[src/design/itp_pkg.sv]
`timescale 1ns / 1ps
// Shared constants, codes and character helpers for the infix-to-postfix converter.
package itp_pkg;

   localparam logic [7:0] CHAR_PLUS  = 8'h2B;
   localparam logic [7:0] CHAR_MINUS = 8'h2D;
   localparam logic [7:0] CHAR_STAR  = 8'h2A;
   localparam logic [7:0] CHAR_SLASH = 8'h2F;
   localparam logic [7:0] CHAR_OPEN  = 8'h28;
   localparam logic [7:0] CHAR_CLOSE = 8'h29;

   localparam logic [1:0] STATUS_OK        = 2'd0;
   localparam logic [1:0] STATUS_UNMATCHED = 2'd1;
   localparam logic [1:0] STATUS_OVERFLOW  = 2'd2;

   typedef logic [7:0] symbol_type;

   // Binding strength of an operator character; all other characters rank lowest.
   function automatic logic [1:0] prec_of(input symbol_type c);
      logic [1:0] p;
      p = 2'd0;
      if (c == CHAR_PLUS || c == CHAR_MINUS) begin
         p = 2'd1;
      end else if (c == CHAR_STAR || c == CHAR_SLASH) begin
         p = 2'd2;
      end
      return p;
   endfunction

   function automatic logic is_alnum(input symbol_type c);
      return (c >= 8'h30 && c <= 8'h39) || (c >= 8'h41 && c <= 8'h5A) ||
             (c >= 8'h61 && c <= 8'h7A);
   endfunction

endpackage

[src/design/infix_to_postfix_converter_top.sv]
`timescale 1ns / 1ps
// Top level of the infix-to-postfix converter: sequencer, cached stack top and result register.
//
//   Channel   Direction  Ports                                                 Beat carries
//   req       in         req_valid, req_stall, req_in_symbol, req_end_of_expr  one character
//   rsp       out        rsp_valid, rsp_stall, rsp_out_symbol, rsp_has_symbol, one postfix
//                        rsp_status, rsp_last                                  symbol or marker
//
// A request beat is taken only while the sequencer is idle. An operand is held, sent out
// and closed in ST_SCAN; a push writes the stack and returns to ST_IDLE; an end beat or an
// error marker is sent from ST_SCAN; a ')' that finds its '(' goes through ST_LOAD, as
// dropping the '(' must refresh the top. Every symbol popped off the stack passes through
// ST_LOAD, because each pop must read the entry below through the single registered read port.
// Reset is synchronous and clears the sequencer, the stack count, the discard flag and
// the result valid flag; the stack memory itself is not cleared, as no entry is read
// before it has been written. A stalled result simply holds the sequencer at its next
// result; one result register decouples the channels.
module infix_to_postfix_converter_top #(
   parameter int STACK_DEPTH = 32
) (
   input  logic                clock,
   input  logic                reset,
   input  logic                req_valid,
   output logic                req_stall,
   input  itp_pkg::symbol_type req_in_symbol,
   input  logic                req_end_of_expr,
   output logic                rsp_valid,
   input  logic                rsp_stall,
   output itp_pkg::symbol_type rsp_out_symbol,
   output logic                rsp_has_symbol,
   output logic [1:0]          rsp_status,
   output logic                rsp_last
);
   import itp_pkg::*;

   localparam int ADDR_W = (STACK_DEPTH > 1) ? $clog2(STACK_DEPTH) : 1;
   localparam int CNT_W  = $clog2(STACK_DEPTH + 1);
   localparam logic [CNT_W-1:0] DEPTH_CNT = CNT_W'(STACK_DEPTH);

   // Sequencer states.
   localparam logic [1:0] ST_IDLE = 2'd0;
   localparam logic [1:0] ST_SCAN = 2'd1;
   localparam logic [1:0] ST_LOAD = 2'd2;

   // What the item being worked on asks of the stack.
   localparam logic [2:0] KIND_NONE  = 3'd0;
   localparam logic [2:0] KIND_END   = 3'd1;
   localparam logic [2:0] KIND_CLOSE = 3'd2;
   localparam logic [2:0] KIND_OPER  = 3'd3;
   localparam logic [2:0] KIND_OPEN  = 3'd4;

   logic [1:0]       state_ff, state_in;
   logic [2:0]       kind_ff, kind_in;
   logic [1:0]       prec_ff, prec_in;
   symbol_type       sym_ff, sym_in;
   symbol_type       top_ff, top_in;
   symbol_type       pend_ff, pend_in;
   logic             pend_valid_ff, pend_valid_in;
   logic [CNT_W-1:0] count_ff, count_in;
   logic             discarding_ff, discarding_in;

   logic             rsp_valid_ff, rsp_valid_in;
   symbol_type       rsp_sym_ff, rsp_sym_in;
   logic             rsp_has_ff, rsp_has_in;
   logic [1:0]       rsp_status_ff, rsp_status_in;
   logic             rsp_last_ff, rsp_last_in;

   logic             wr_en, rd_en;
   logic [ADDR_W-1:0] rd_addr;
   symbol_type       rd_data;
   logic [CNT_W-1:0] count_m2;

   logic             slot_free, nonempty, full, top_is_open, pop_cond, tail_result;
   logic             emit, emit_has, emit_last;
   symbol_type       emit_sym;
   logic [1:0]       emit_status;

   itp_stack #(.STACK_DEPTH(STACK_DEPTH)) u_stack (
      .clock   (clock),
      .wr_en   (wr_en),
      .wr_addr (count_ff[ADDR_W-1:0]),
      .wr_data (sym_ff),
      .rd_en   (rd_en),
      .rd_addr (rd_addr),
      .rd_data (rd_data)
   );

   assign slot_free   = !rsp_valid_ff || !rsp_stall;
   assign nonempty    = (count_ff != '0);
   assign full        = (count_ff >= DEPTH_CNT);
   assign top_is_open = (top_ff == CHAR_OPEN);
   assign count_m2    = count_ff - CNT_W'(2);
   assign rd_addr     = count_m2[ADDR_W-1:0];

   // Whether the symbol on top must be popped next, and whether the item closes with
   // a marker of its own once popping has stopped.
   always_comb begin
      pop_cond    = 1'b0;
      tail_result = 1'b0;
      case (kind_ff)
         KIND_END: begin
            pop_cond    = nonempty;
            tail_result = 1'b1;
         end
         KIND_CLOSE: begin
            pop_cond    = nonempty && !top_is_open;
            tail_result = !nonempty;
         end
         KIND_OPER: begin
            pop_cond    = nonempty && !top_is_open && (prec_of(top_ff) >= prec_ff);
            tail_result = full;
         end
         KIND_OPEN: begin
            tail_result = full;
         end
         default: begin
            pop_cond    = 1'b0;
            tail_result = 1'b0;
         end
      endcase
   end

   always_comb begin
      state_in      = state_ff;
      kind_in       = kind_ff;
      prec_in       = prec_ff;
      sym_in        = sym_ff;
      top_in        = top_ff;
      pend_in       = pend_ff;
      pend_valid_in = pend_valid_ff;
      count_in      = count_ff;
      discarding_in = discarding_ff;
      wr_en         = 1'b0;
      rd_en         = 1'b0;
      emit          = 1'b0;
      emit_sym      = '0;
      emit_has      = 1'b0;
      emit_status   = STATUS_OK;
      emit_last     = 1'b0;

      case (state_ff)
         ST_IDLE: begin
            if (req_valid) begin
               sym_in  = req_in_symbol;
               prec_in = prec_of(req_in_symbol);
               if (req_end_of_expr) begin
                  // A discarded expression is not flushed, only closed.
                  kind_in  = KIND_END;
                  state_in = ST_SCAN;
                  if (discarding_ff) begin
                     count_in = '0;
                  end
               end else if (!discarding_ff) begin
                  state_in = ST_SCAN;
                  if (is_alnum(req_in_symbol)) begin
                     pend_in       = req_in_symbol;
                     pend_valid_in = 1'b1;
                     kind_in       = KIND_NONE;
                  end else if (req_in_symbol == CHAR_OPEN) begin
                     kind_in = KIND_OPEN;
                  end else if (req_in_symbol == CHAR_CLOSE) begin
                     kind_in = KIND_CLOSE;
                  end else begin
                     kind_in = KIND_OPER;
                  end
               end
            end
         end
         ST_SCAN: begin
            if (pend_valid_ff) begin
               // The held symbol is final when no pop and no marker follow it.
               if (slot_free) begin
                  emit          = 1'b1;
                  emit_sym      = pend_ff;
                  emit_has      = 1'b1;
                  emit_last     = !(pop_cond || tail_result);
                  pend_valid_in = 1'b0;
               end
            end else if (pop_cond) begin
               pend_in       = top_ff;
               pend_valid_in = 1'b1;
               count_in      = count_ff - CNT_W'(1);
               rd_en         = (count_ff >= CNT_W'(2));
               state_in      = ST_LOAD;
            end else begin
               case (kind_ff)
                  KIND_END: begin
                     if (slot_free) begin
                        emit          = 1'b1;
                        emit_last     = 1'b1;
                        count_in      = '0;
                        discarding_in = 1'b0;
                        state_in      = ST_IDLE;
                     end
                  end
                  KIND_CLOSE: begin
                     if (!nonempty) begin
                        if (slot_free) begin
                           emit          = 1'b1;
                           emit_status   = STATUS_UNMATCHED;
                           emit_last     = 1'b1;
                           discarding_in = 1'b1;
                           state_in      = ST_IDLE;
                        end
                     end else begin
                        // Drop the matching opening parenthesis and refresh the top.
                        count_in = count_ff - CNT_W'(1);
                        rd_en    = (count_ff >= CNT_W'(2));
                        kind_in  = KIND_NONE;
                        state_in = ST_LOAD;
                     end
                  end
                  KIND_OPER, KIND_OPEN: begin
                     if (full) begin
                        if (slot_free) begin
                           emit          = 1'b1;
                           emit_status   = STATUS_OVERFLOW;
                           emit_last     = 1'b1;
                           discarding_in = 1'b1;
                           state_in      = ST_IDLE;
                        end
                     end else begin
                        wr_en    = 1'b1;
                        top_in   = sym_ff;
                        count_in = count_ff + CNT_W'(1);
                        state_in = ST_IDLE;
                     end
                  end
                  default: begin
                     state_in = ST_IDLE;
                  end
               endcase
            end
         end
         ST_LOAD: begin
            top_in   = rd_data;
            state_in = ST_SCAN;
         end
         default: begin
            state_in = ST_IDLE;
         end
      endcase
   end

   always_comb begin
      rsp_valid_in  = rsp_valid_ff && rsp_stall;
      rsp_sym_in    = rsp_sym_ff;
      rsp_has_in    = rsp_has_ff;
      rsp_status_in = rsp_status_ff;
      rsp_last_in   = rsp_last_ff;
      if (emit) begin
         rsp_valid_in  = 1'b1;
         rsp_sym_in    = emit_sym;
         rsp_has_in    = emit_has;
         rsp_status_in = emit_status;
         rsp_last_in   = emit_last;
      end
   end

   always_ff @(posedge clock) begin
      if (reset) begin
         state_ff      <= ST_IDLE;
         pend_valid_ff <= 1'b0;
         count_ff      <= '0;
         discarding_ff <= 1'b0;
         rsp_valid_ff  <= 1'b0;
      end else begin
         state_ff      <= state_in;
         pend_valid_ff <= pend_valid_in;
         count_ff      <= count_in;
         discarding_ff <= discarding_in;
         rsp_valid_ff  <= rsp_valid_in;
      end
      kind_ff       <= kind_in;
      prec_ff       <= prec_in;
      sym_ff        <= sym_in;
      top_ff        <= top_in;
      pend_ff       <= pend_in;
      rsp_sym_ff    <= rsp_sym_in;
      rsp_has_ff    <= rsp_has_in;
      rsp_status_ff <= rsp_status_in;
      rsp_last_ff   <= rsp_last_in;
   end

   assign req_stall      = (state_ff != ST_IDLE);
   assign rsp_valid      = rsp_valid_ff;
   assign rsp_out_symbol = rsp_sym_ff;
   assign rsp_has_symbol = rsp_has_ff;
   assign rsp_status     = rsp_status_ff;
   assign rsp_last       = rsp_last_ff;

endmodule

[src/design/itp_stack.sv]
`timescale 1ns / 1ps
// Operator stack storage: one write port and one registered read port.
module itp_stack #(
   parameter int STACK_DEPTH = 32,
   localparam int ADDR_W = (STACK_DEPTH > 1) ? $clog2(STACK_DEPTH) : 1
) (
   input  logic                    clock,
   input  logic                    wr_en,
   input  logic [ADDR_W-1:0]       wr_addr,
   input  itp_pkg::symbol_type     wr_data,
   input  logic                    rd_en,
   input  logic [ADDR_W-1:0]       rd_addr,
   output itp_pkg::symbol_type     rd_data
);
   import itp_pkg::*;

   symbol_type mem [STACK_DEPTH];
   symbol_type rd_data_ff;

   always_ff @(posedge clock) begin
      if (wr_en) begin
         mem[wr_addr] <= wr_data;
      end
      if (rd_en) begin
         rd_data_ff <= mem[rd_addr];
      end
   end

   assign rd_data = rd_data_ff;

endmodule

[config.mk]
export PLATFORM = sky130hd
export DESIGN_NAME = infix_to_postfix_converter_top
export DESIGN_NICKNAME = d
export VERILOG_FILES = /design/src/design/itp_pkg.sv /design/src/design/infix_to_postfix_converter_top.sv /design/src/design/itp_stack.sv
export SDC_FILE = /design/constraint.sdc
export NUM_CORES = 1
export LEC_CHECK = 0
export ABC_AREA = 1
export BUFFER_PORTS_ARGS = -buffer_cell sky130_fd_sc_hd__buf_4
export CAP_MARGIN = 25
export CELL_PAD_IN_SITES_DETAIL_PLACEMENT = 1
export CELL_PAD_IN_SITES_GLOBAL_PLACEMENT = 1
export CORE_ASPECT_RATIO = 1.5
export CORE_MARGIN = 2
export CORE_UTILIZATION = 45
export CTS_CLUSTER_SIZE = 8
export DETAILED_ROUTE_END_ITERATION = 8
export PLACE_DENSITY_LB_ADDON = 0.3
export SLEW_MARGIN = 5
export SYNTH_ARGS = -nofsm -noshare
export SYNTH_HDL_FRONTEND = slang
export SYNTH_SLANG_ARGS = --single-unit
[constraint.sdc]
create_clock -name clock -period 2.9 [get_ports clock]
set_clock_uncertainty 0.2 [all_clocks]
set_input_delay 0.435 -clock clock [delete_from_list [all_inputs] [get_ports clock]]
set_output_delay 0.435 -clock clock [all_outputs]
set_load 0.02 [all_outputs]
Yosys cells after proc, flatten, opt, wreduce, memory -nomap -nowiden
Memories as Yosys holds them, arrays and structs flattened. A register that Yosys moved wholly into a read port is not among the register bits.
Cells that the tools add are included.
{"block": "op_classes", "n_reduce_logical": 37, "muxes": 89, "addsub": 3, "n_lt_le_gt_ge": 9, "eq_ne": 38, "bitwise_logic": 3}
{"op": "$eq 8x6->1 const B", "count": 11}
{"op": "$mux 8", "count": 10}
{"op": "$mux 6", "count": 8}
{"op": "$mux 1", "count": 35}
{"op": "$pmux 8 s2", "count": 2}
{"op": "$mux 2", "count": 14}
{"op": "$ne 2x2->1 const B", "count": 14}
{"op": "$mux 3", "count": 9}
{"op": "$reduce_and 7->1", "count": 3}
{"op": "$pmux 6 s3", "count": 1}
{"op": "$ge 8x7->1 const B", "count": 2}
{"op": "$le 8x7->1 const B", "count": 2}
{"op": "$ne 4x4->1 const B", "count": 3}
{"op": "$pmux 1 s3", "count": 4}
{"op": "$pmux 2 s3", "count": 2}
{"op": "$pmux 6 s2", "count": 1}
{"op": "$reduce_and 5->1", "count": 2}
{"op": "$reduce_and 9->1", "count": 1}
{"op": "$ge 8x6->1 const B", "count": 1}
{"op": "$le 8x6->1 const B", "count": 1}
{"op": "$logic_or 1x1->1", "count": 8}
{"op": "$add 6x1->6 const B", "count": 1}
{"op": "$eq 3x2->1 const B", "count": 2}
{"op": "$ge 6x2->1 const B", "count": 1}
{"op": "other kinds (25)", "count": 41}
{"block": "word_totals", "mem_bits_rw": 256, "reg_bits": 52, "out_inout_bits": 14, "n_memories": 1}
{"name": "u_stack.mem", "depth": 32, "width": 8, "rd": 1, "rd_ports_with_merged_regs": 1, "wr": 1, "line_no": "itp_stack.sv:17", "rtl": "symbol_type mem [STACK_DEPTH];"}

Depth between registers and ports, before layout
Gate-level depths: netlist of run 1.
{"block": "logic_depth", "word_depth": 13, "mapped_depth": 17}

Cells and area by module
From an unflattened synthesis of run 1, not the netlist that was laid out.
{"block": "hier_totals", "cells_unflattened": 1304, "area_unflattened_um2": 13950.9}
{"module": "itp_stack", "instances": 1, "area_each_um2": 10866.7, "seq_area_each_um2": 7927.6, "cells_per_inst": 922}
{"module": "infix_to_postfix_converter_top", "instances": 1, "area_each_um2": 3084.2, "seq_area_each_um2": 1451.4, "cells_per_inst": 382}

Worst setup path after synthesis of run 1
No wires, ideal clock.
{"block": "synth_timing", "path_kind": "reg2reg", "start": "register count_ff[0]", "end": "memory u_stack.mem[29][0] in the netlist's numbering (enable)", "arrival_ns": 2.559, "stages_incl_launch_ff": 13, "path_buffers": 2, "slack_ns": -0.230, "t_required_ns": 2.330, "synth_period_minus_slack_ns": 3.130, "path_cell_list": "dfxtp_1 > inv_1 > clkbuf_1 > buf_2 > ha_1 > nand4_2 > o21ai_2 > inv_2 > nand2_4 > nand2_2 > nor3_4 > nand2_4 > nor2_1"}
{"block": "synth_via", "elab_chain_cells": 9, "elab_cells_between_ends": 12, "cone_classes": "1 x order compare; 8 x mux; 3 x reduce/logical"}
{"element": "start, declared", "line_no": "infix_to_postfix_converter_top.sv:59", "rtl": "logic [CNT_W-1:0] count_ff, count_in;"}
{"element": "start signal, assigned", "line_no": "infix_to_postfix_converter_top.sv:270", "rtl": "count_ff <= count_in;"}
{"element": "parallel branches: the longest is 9 deep, another holds $ge 6x6->1"}
{"element": "end, declared", "line_no": "itp_stack.sv:17"}
Parallel ways; which one is timed is not known.

Worst setup path after layout of run 1
{"block": "layout_timing", "start": "register top_ff[0]", "end": "memory u_stack.mem[26][3] in the netlist's numbering (enable)"}
{"block": "layout_via", "elab_chain_cells": 13, "elab_cells_between_ends": 20, "cone_classes": "1 x order compare; 5 x eq/ne; 9 x mux; 5 x reduce/logical"}
{"element": "start, declared", "line_no": "infix_to_postfix_converter_top.sv:56", "rtl": "symbol_type top_ff, top_in;"}
{"element": "start signal, assigned", "line_no": "infix_to_postfix_converter_top.sv:277", "rtl": "top_ff <= top_in;"}
{"element": "$eq 8x6->1", "line_no": "itp_pkg.sv:24", "rtl": "end else if (c == CHAR_STAR || c == CHAR_SLASH) begin"}
{"element": "$logic_or 1x1->1", "line_no": "itp_pkg.sv:24"}
{"element": "$mux 2", "line_no": "itp_pkg.sv:24"}
{"element": "$mux 2", "line_no": "itp_pkg.sv:22", "rtl": "if (c == CHAR_PLUS || c == CHAR_MINUS) begin"}
{"element": "$mux 2", "line_no": "infix_to_postfix_converter_top.sv:100", "rtl": "case (kind_ff)"}
{"element": "$ge 2x2->1", "line_no": "infix_to_postfix_converter_top.sv:110", "rtl": "pop_cond = nonempty && !top_is_open && (prec_of(top_ff) >= prec_ff);"}
{"element": "$logic_and 1x1->1", "line_no": "infix_to_postfix_converter_top.sv:110"}
{"element": "$pmux 1 s3 *", "line_no": "infix_to_postfix_converter_top.sv:100"}
{"element": "$mux 1 *", "line_no": "infix_to_postfix_converter_top.sv:179", "rtl": "end else if (pop_cond) begin"}
{"element": "$mux 1 *", "line_no": "infix_to_postfix_converter_top.sv:170", "rtl": "if (pend_valid_ff) begin"}
{"element": "$mux 1 *", "line_no": "infix_to_postfix_converter_top.sv:141", "rtl": "case (state_ff)"}
{"element": "$mux 1 *", "line_no": "itp_stack.sv:21", "rtl": "if (wr_en) begin"}
{"element": "$mux 1 (implied by the code) *", "line_no": "itp_stack.sv:22", "rtl": "mem[wr_addr] <= wr_data;"}
Mark *: on every way between the ends. The rest lies on a longest branch, timed or not. The select of a mux whose other input is x is not followed.

==> tab_implementation.tex, run 1 <==
\begin{tabular}{lr}
\hline
Metric & Value \\
\hline
\multicolumn{2}{l}{\textbf{Run status}} \\
\quad Status & finished with violations \\
\quad Violated checks & setup timing \\
\multicolumn{2}{l}{\textbf{Synth}} \\
\quad Synth Area in Compound Gates & 11.05\% \\
\quad Most instantiated flip-flop cell in the synthesis netlist & edfxtp\_1 \\
\quad Xor/xnor cell area share of the yosys netlist & 0.2594\% \\
\quad Area leader, netlist & edfxtp\_1 \\
\quad Arithmetic-cell share of the synthesized area counting full adders, half adders and majority gates & 0.9264\% \\
\quad Leading post-synthesis cells by cell area & edfxtp\_1 (68\%), nor2\_1 (6.6\%), o21ai\_0 (5.7\%), nand2\_1 (3.9\%), nand3\_1 (2.3\%) \\
\quad Count leader, synth & edfxtp\_1 \\
\quad Post-Syn Nets & 1205 \\
\quad Count of synthesis-stage warnings from yosys & 0 \\
\quad Fraction of synthesized area in multiplexers & 0\% \\
\quad Largest family of logic cells by synthesized area & simple AND/OR/NAND/NOR gates \\
\quad Async set-or-reset flop fraction in the synthesized netlist & 0\% \\
\quad Total of flip-flops plus latches after synthesis & 316 \\
\quad Syn Area/Cell & 11.43 um\^{}2 \\
\quad Synthesized instance count & 1182 \\
\quad Area of the mapped netlist & 13510 um\^{}2 \\
\quad Post-Synth Simple-Gate Area & 14.37\% \\
\quad Area share of the largest cell type after synthesis & 67.82\% \\
\quad Cell types with the highest counts after synthesis & edfxtp\_1 (305), nor2\_1 (237), o21ai\_0 (155), nand2\_1 (139), nand3\_1 (62) \\
\quad Sequential element share of the synthesized area & 69.45\% \\
\quad Count of unique library cells instantiated by Yosys & 40 \\
\quad Count of flip-flops with a built-in enable after synthesis & 305 \\
\multicolumn{2}{l}{\textbf{Clock tree}} \\
\quad Worst-case clock buffer depth & 3 \\
\quad Clock buffers created by TritonCTS & 45 \\
\quad H-tree levels & 2 \\
\quad Clock slew at reported path FFs & 0.05 ns \\
\quad TritonCTS clock tree & done \\
\quad Skew-Pair Late Insertion Delay & 0.55 ns \\
\quad Cell at the root of the clock tree & clkbuf\_16 \\
\quad Count of clock tree sinks & 316 \\
\multicolumn{2}{l}{\textbf{Pwr}} \\
\quad Power share of the clock group & 36.3\% \\
\quad Total power density per cell area & 799.8 nW/um\^{}2 \\
\quad Combinational Power Share & 20.7\% \\
\quad Switching portion of total power & 28.95\% \\
\quad P\_int & 9.306 mW \\
\quad Power after layout & 13.10 mW \\
\quad Part of the power in registers & 43.0\% \\
\quad NetSw & 3.792 mW \\
\quad Static Leak & 5.740 nW \\
\quad Worst IR Drop VDD & 0.4400 mV \\
\multicolumn{2}{l}{\textbf{Global route}} \\
\quad Tot GR Track Use & 26.71\% \\
\quad Number of antenna violations at the first check in global routing & 0 \\
\quad Largest net degree at the start of global routing & 135 \\
\quad Vias in the first global route & 10510 \\
\quad Total global routing overflow & 0 \\
\quad First-pass GRT wire length & 62880 um \\
\multicolumn{2}{l}{\textbf{STA}} \\
\quad Number of failing hold endpoints at the final stage & 0 \\
\quad RSZ-0062 raised after global routing & yes \\
\quad Final worst slack & -0.2289 ns \\
\quad Highest achievable clock rate & 319.6 MHz \\
\quad Final Max Slew Viols & 0 \\
\quad Final total negative setup slack & -46.29 ns \\
\quad Final worst path period share & 107.9\% \\
\quad Max-Slew Margin vs Limit & 39.03\% \\
\quad Clock period minus final worst setup slack & 3.129 ns \\
\quad Worst Max-Slew Pin Slew & 0.9145 ns \\
\quad Number of setup violations in the final report & 284 \\
\multicolumn{2}{l}{\textbf{Finish}} \\
\quad Number of nets at the end of the flow & 1302 \\
\quad Multi-input combinational cell area & 3985 um\^{}2 \\
\quad Final non-filler cell area & 16380 um\^{}2 \\
\quad Total inserted antenna cells & 0 \\
\quad Area taken by flip-flops and latches & 9384 um\^{}2 \\
\quad Layout overhead on the synthesized area & 21.25\% \\
\quad Proportion of layout cells with a drive suffix above 1 & 17.84\% \\
\quad Count of filler cells inserted in the layout & 3061 \\
\multicolumn{2}{l}{\textbf{Routing}} \\
\quad 1st-pass router iterations & 5 \\
\quad Mean number of vias per cell & 5.828 \\
\quad Met2 wirelength from detailed routing & 22030 um \\
\quad Highest Signal Layer & met4 \\
\quad Remaining DRCs & 0 \\
\quad Wl on met1 & 14940 um \\
\quad Count of nets left with antenna violations after detail routing & 0 \\
\quad Number of vias in the routed layout & 9814 \\
\quad Routed length on met3 & 2005 um \\
\quad Average wire per cell in the routed design & 24.83 um \\
\quad DRC violation total after the first TritonRoute iteration & 920 \\
\quad Final Routed Wirelength & 41820 um \\
\multicolumn{2}{l}{\textbf{Critical path}} \\
\quad Worst-path cell with the longest stage delay & edfxtp\_1 \\
\quad Delay of the slowest cell on the worst path & 0.42 ns \\
\quad Maximum fanout along the worst path & 8 \\
\quad Worst path cell trace & inv\_2 > nor4\_4 > o21ai\_2 > ha\_1 > o21ai\_2 > nand2\_2 > nand2\_2 > nand2\_4 > nand2\_4 > nand2\_4 > nor3\_4 > buf\_12 > nand2\_8 > buf\_12 > nor2\_4 \\
\quad Path type of the worst setup path & reg -> reg \\
\quad Kind of cell with the highest combined delay on the critical path & simple AND/OR/NAND/NOR gates \\
\quad Critical path's most frequent cell & nand2\_4 \\
\quad Buf+Inv Stages, Crit Path & 3 \\
\quad Type of destination of the critical path & register \\
\quad Data arrival time at the worst-slack endpoint & 3.15 ns \\
\quad Critical path required time & 2.92 ns \\
\quad Critical path launch point type & register \\
\multicolumn{2}{l}{\textbf{Place}} \\
\quad Port Buffer Count & 26 \\
\quad Worst slack after detailed placement & -0.1845 ns \\
\quad HPWL Detailed & 26240 um \\
\quad Last weighted congestion value of the routability-driven placer & 0.9133 \\
\quad Instance area at placement & 14650 um\^{}2 \\
\multicolumn{2}{l}{\textbf{Floorplan}} \\
\quad Core region area & 29480 um\^{}2 \\
\quad Die width & 145.5 um \\
\quad Initial Util & 45.81\% \\
\quad Number of cell rows & 77 \\
\quad Total Die Area & 31440 um\^{}2 \\
\quad Number of placed I/O pins & 27 \\
\quad Die outline height & 216.2 um \\
\multicolumn{2}{l}{\textbf{Min path}} \\
\quad Worst hold path type & in -> reg \\
\multicolumn{2}{l}{\textbf{Run}} \\
\quad Max-cap violations & 0 \\
\hline
\end{tabular}
==> sequential cells by signal, summed over array words and instances (netlist names) <==
| register | cells |
|---|---|
| rsp_out_symbol | 8 |
| pend_valid_ff | 1 |
| u_stack.rd_data | 8 |
| rsp_has_symbol | 1 |
| count_ff | 6 |
| prec_ff | 2 |
| rsp_last | 1 |
| state_ff | 2 |
| discarding_ff | 1 |
| sym_ff | 8 |
| rsp_status | 2 |
| u_stack.mem | 256 |
| kind_ff | 3 |
| pend_ff | 8 |
| top_ff | 8 |
| rsp_valid | 1 |
==> tightest hold or removal path, delay by kind of cell <==
kind	cells	cell delay [ns]
AND/OR/NAND/NOR	1	0.08
buffers and inverters	3	0.26
AO/OA/AOI/OAI	1	0.10
==> through the flow <==
stage | hold WS, ns | util (%) | instances
global route | 0.1936 | 55.55 | 1684
CTS | 0.1082 | 54.97 | 1677
finish | 0.1512 | 55.55 | 1684
detailed placement | 0.3203 | 49.69 | 1590
floorplan | 0.2711 | - | 1182
global placement | 0.3261 | 49.69 | 1590
==> per-layer routing <==
layer | global-route usage, % | vias up
met2 | 48.74 | 355
met1 | 28.90 | 4908
li1 | - | 4395
met5 | 0 | -
met3 | 3.916 | 156
met4 | 17.06 | 0
==> cell usage in the layout (no fill, tap or decap), drive strengths merged <==
cell type,synthesis,routed
o21ai,162,162
and2,1,1
nor2,238,238
o211ai,25,25
nand3,62,62
nand4,7,7
a21oi,18,18
xnor2,2,2
ha,10,10
buf,25,100
and3,1,1
bufinv,0,1
a31oi,1,1
o21a,3,3
edfxtp,305,305
nand2,145,145
o221ai,28,28
a311oi,1,1
o22ai,15,15
clkbuf,35,56
o21bai,1,1
or2,1,1
nor4,1,1
clkinv,0,1
dfxtp,11,11
a2111oi,1,1
nor3,9,9
o31ai,1,1
xor2,2,2
inv,71,71
dlygate4sd3,0,9
==> logic make-up (layout without fill, tap and decap cells) <==
family                   after synthesis  count (layout)
adder cells (fa/ha/maj)               10              10
XOR/XNOR                               4               4
flip-flops                           316             316
buffers and inverters                131             238
AO/OA/AOI/OAI                        256             256
AND/OR/NAND/NOR                      465             465
==> path summary, 6_finish.rpt <==
path / startpoint / endpoint / slack, ns / cells past startpoint
worst max-delay path: top_ff[0] / u_stack.mem[26][3] / -0.23 / 15
worst min-delay path: rsp_stall / rsp_valid / 0.15 / 5
worst min register to register: pend_valid_ff / pend_valid_ff / 0.34 / 2
worst max register to register: top_ff[0] / u_stack.mem[26][3] / -0.23 / 15
==> power groups by stage <==
stage / Sequential, mW / Combinational, mW / Clock, mW
final: 5.64 / 2.71 / 4.75
after floorplan: 5.77 / 1.17 / 0
after global routing: 5.65 / 2.92 / 4.98
after detailed placement: 5.69 / 2.27 / 0
after CTS: 5.61 / 2.46 / 4.81
after global placement: 5.68 / 2.22 / 0
==> cell type report <==
type,count,share of cell area [%]
inverters,71,1.635
multi-input cells,735,24.34
clock buffers,55,7.366
well taps,395,3.018
clock inverters,2,0.2369
flip-flops and latches,316,57.30
repair buffers,110,6.105
==> repair_timing <==
action | in CTS | in global routing
cloned | 0 | 1
hold endpoints to repair | 15 | 0
pin swaps | 19 | 22
setup endpoints to repair | 280 | 299
setup buffers | 22 | 12
gates resized for setup | 14 | 26
hold buffers | 9 | 0
Power figures use the tool's default switching activity.
==> run 2, diff against run 1 <==
CORE_ASPECT_RATIO = default   (was 1.5)
SLEW_MARGIN = default   (was 5)
==> run 2 against run 1 <==
  * The run still ends with setup timing left
  * Die area barely moved
  * First-iteration DRC count rose by 2.8%
  * Sequential share of layout area rose by 0.78 points
  * Critical endpoint is now u_stack.mem[30][2]
==> tab_implementation.tex, run 2 (same netlist as run 1, synthesis figures left out) <==
\begin{tabular}{lr}
\hline
Metric & Value \\
\hline
\multicolumn{2}{l}{\textbf{Floorplan}} \\
\quad Total Die Area & 31410 um\^{}2 \\
\quad Die width & 177.2 um \\
\quad Core region area & 29560 um\^{}2 \\
\quad Number of placed I/O pins & 27 \\
\quad Initial Util & 45.69\% \\
\quad Die outline height & 177.2 um \\
\quad Number of cell rows & 63 \\
\multicolumn{2}{l}{\textbf{Critical path}} \\
\quad Reg2Reg Launch Point & top\_ff[2] \\
\quad Worst Reg2Reg Path Length in Cells & 15 \\
\quad Critical path launch point type & register \\
\quad Delay of the slowest cell on the worst path & 0.45 ns \\
\quad Critical path's most frequent cell & nand2\_1 \\
\quad Data arrival time at the worst-slack endpoint & 3.13 ns \\
\quad Path type of the worst setup path & reg -> reg \\
\quad Worst flop-to-flop path endpoint & u\_stack.mem[30][2] \\
\quad Type of destination of the critical path & register \\
\quad Maximum fanout along the worst path & 8 \\
\quad Flop2flop setup slack & -0.23 ns \\
\quad Worst path cell trace & inv\_2 > nand2\_1 > a2111oi\_2 > ha\_1 > o21ai\_2 > nand2\_1 > nand2\_1 > nand2\_2 > nand2\_4 > nand2\_4 > nor3\_4 > buf\_12 > nand2\_8 > buf\_12 > nor2\_4 \\
\quad Critical path required time & 2.90 ns \\
\quad Worst-path cell with the longest stage delay & edfxtp\_1 \\
\multicolumn{2}{l}{\textbf{STA}} \\
\quad Final Max Slew Viols & 0 \\
\quad Final worst slack & -0.2302 ns \\
\quad Max-Slew Margin vs Limit & 39.63\% \\
\quad Number of failing hold endpoints at the final stage & 0 \\
\quad Final total negative setup slack & -41.39 ns \\
\quad Highest achievable clock rate & 319.5 MHz \\
\quad Worst Max-Slew Pin Slew & 0.9056 ns \\
\quad Number of setup violations in the final report & 256 \\
\quad Clock period minus final worst setup slack & 3.130 ns \\
\quad RSZ-0062 raised after global routing & yes \\
\quad Final worst path period share & 107.9\% \\
\multicolumn{2}{l}{\textbf{Finish}} \\
\quad End-of-flow core utilization & 54.65\% \\
\quad Total inserted antenna cells & 0 \\
\quad Max reg flops & 256 \\
\quad Most common cell after layout, fill and taps aside & edfxtp\_1 \\
\quad Proportion of layout cells with a drive suffix above 1 & 15.87\% \\
\quad Layout overhead on the synthesized area & 19.62\% \\
\quad Number of nets at the end of the flow & 1286 \\
\quad Count of filler cells inserted in the layout & 3027 \\
\quad Final non-filler cell area & 16160 um\^{}2 \\
\quad Register bank with the most flops & u\_stack.mem \\
\quad Highest-count cells in the layout ignoring fill and taps & edfxtp\_1 (305), nor2\_1 (205), o21ai\_0 (153), nand2\_1 (137), buf\_4 (76) \\
\multicolumn{2}{l}{\textbf{Pwr}} \\
\quad Static Leak & 5.632 nW \\
\quad Power after layout & 12.74 mW \\
\quad Worst IR Drop VDD & 0.4922 mV \\
\quad Total power density per cell area & 788.8 nW/um\^{}2 \\
\multicolumn{2}{l}{\textbf{Clock tree}} \\
\quad Clock slew at reported path FFs & 0.05 ns \\
\quad Count of clock tree sinks & 316 \\
\quad Worst-case clock buffer depth & 3 \\
\quad H-tree levels & 2 \\
\quad TritonCTS clock tree & done \\
\quad Clock buffers created by TritonCTS & 45 \\
\quad Skew-Pair Late Insertion Delay & 0.53 ns \\
\quad Cell at the root of the clock tree & clkbuf\_16 \\
\multicolumn{2}{l}{\textbf{Routing}} \\
\quad Mean number of vias per cell & 5.818 \\
\quad Remaining DRCs & 0 \\
\quad Average wire per cell in the routed design & 23.77 um \\
\quad 1st-pass router iterations & 5 \\
\quad Final Routed Wirelength & 39670 um \\
\quad DRC violation total after the first TritonRoute iteration & 946 \\
\quad Count of nets left with antenna violations after detail routing & 0 \\
\quad Number of vias in the routed layout & 9711 \\
\multicolumn{2}{l}{\textbf{Place}} \\
\quad Instance area at placement & 14650 um\^{}2 \\
\quad HPWL Detailed & 24560 um \\
\quad Port Buffer Count & 26 \\
\quad Last weighted congestion value of the routability-driven placer & 0.8647 \\
\quad Worst slack after detailed placement & -0.2164 ns \\
\multicolumn{2}{l}{\textbf{Run}} \\
\quad Max-cap violations & 0 \\
\multicolumn{2}{l}{\textbf{Global route}} \\
\quad Number of antenna violations at the first check in global routing & 0 \\
\quad Met3 routing resource usage after global routing & 4.424\% \\
\quad Total global routing overflow & 0 \\
\quad Largest net degree at the start of global routing & 135 \\
\quad Met2 capacity usage during global routing & 41.80\% \\
\quad Tot GR Track Use & 25.81\% \\
\quad Most Crowded Layer GR & met2 \\
\quad First-pass GRT wire length & 60280 um \\
\quad M1 GR Usage & 35.09\% \\
\quad Vias in the first global route & 10100 \\
\multicolumn{2}{l}{\textbf{Min path}} \\
\quad Cell count of the worst hold path & 3 \\
\quad Startpoint of the most critical hold path & req\_end\_of\_expr \\
\quad Worst hold path endpoint & kind\_ff[0] \\
\quad Worst hold path type & in -> reg \\
\multicolumn{2}{l}{\textbf{Run status}} \\
\quad Status & finished with violations \\
\quad Violated checks & setup timing \\
\hline
\end{tabular}
==> run 2: cell count changes in the layout (fill, tap and decap cells not counted), moves of 4 or more <==
cell,previous run,this run
nand2_2,6,2
buf_4,85,76
nand2_1,131,137
buf_6,5,1
clkbuf_1,8,14
==> run 2: worst max-delay path by stage <==
| stage | from | endpoint | slack, ns |
|---|---|---|---|
| 6_report | top_ff[2] | u_stack.mem[30][2] | -0.23 |
| 5_1_grt | top_ff[2] | u_stack.mem[30][2] | -0.37 |
| 4_1_cts | top_ff[6] | u_stack.mem[15][6] | -0.22 |
| 3_5_place_dp | top_ff[0] | u_stack.mem[5][2] | -0.22 |
| 3_3_place_gp | top_ff[4] | u_stack.mem[29][2] | -0.13 |
| 2_1_floorplan | top_ff[4] | u_stack.mem[10][0] | -0.02 |
==> run 2: critical path: cells and delay by family (launching register included) <==
family	cells	cell delay, ns
adder cells (fa/ha/maj)	1	0.30
buffers and inverters	3	0.45
flip-flops	1	0.45
AO/OA/AOI/OAI	2	0.38
AND/OR/NAND/NOR	9	1.03
==> run 2: what timing repair did <==
| item | in CTS | in global routing |
|---|---|---|
| gates resized for setup | 5 | 13 |
| setup buffers | 7 | 2 |
| hold endpoints to repair | 15 | 0 |
| setup endpoints to repair | 264 | 299 |
| hold buffers | 9 | 0 |
| pin swaps | 6 | 10 |
==> run 2: layout make-up <==
class / instances / area (um^2) / area share (%)
flip-flops and latches: 316 / 9384 / 58.09
clock buffers: 62 / 1231 / 7.621
repair buffers: 94 / 839.6 / 5.197
multi-input cells: 735 / 3929 / 24.32
inverters: 71 / 267.8 / 1.657
well taps: 390 / 488.0 / 3.020
clock inverters: 1 / 16.27 / 0.1007
==> run 2: metal layers <==
metal / wire, um / part of all wire [%]
met5: 0 / 0
met4: 1282 / 3.2
met3: 2410 / 6.1
met2: 19040 / 48
met1: 16940 / 43
==> run 2: report_power, final <==
group	switching (mW)	internal (mW)	total, mW
clock	1.83	2.90	4.73
sequential	0.138	5.46	5.60
combinational	1.67	0.743	2.42
total	3.65	9.10	12.7
==> run 2: through the flow <==
step                std cells  hold WS, ns
detailed placement       1587       0.3185
global route             1669       0.1646
floorplan                1182       0.2711
finish                   1669       0.1376
global placement         1587       0.3087
CTS                      1666       0.1302
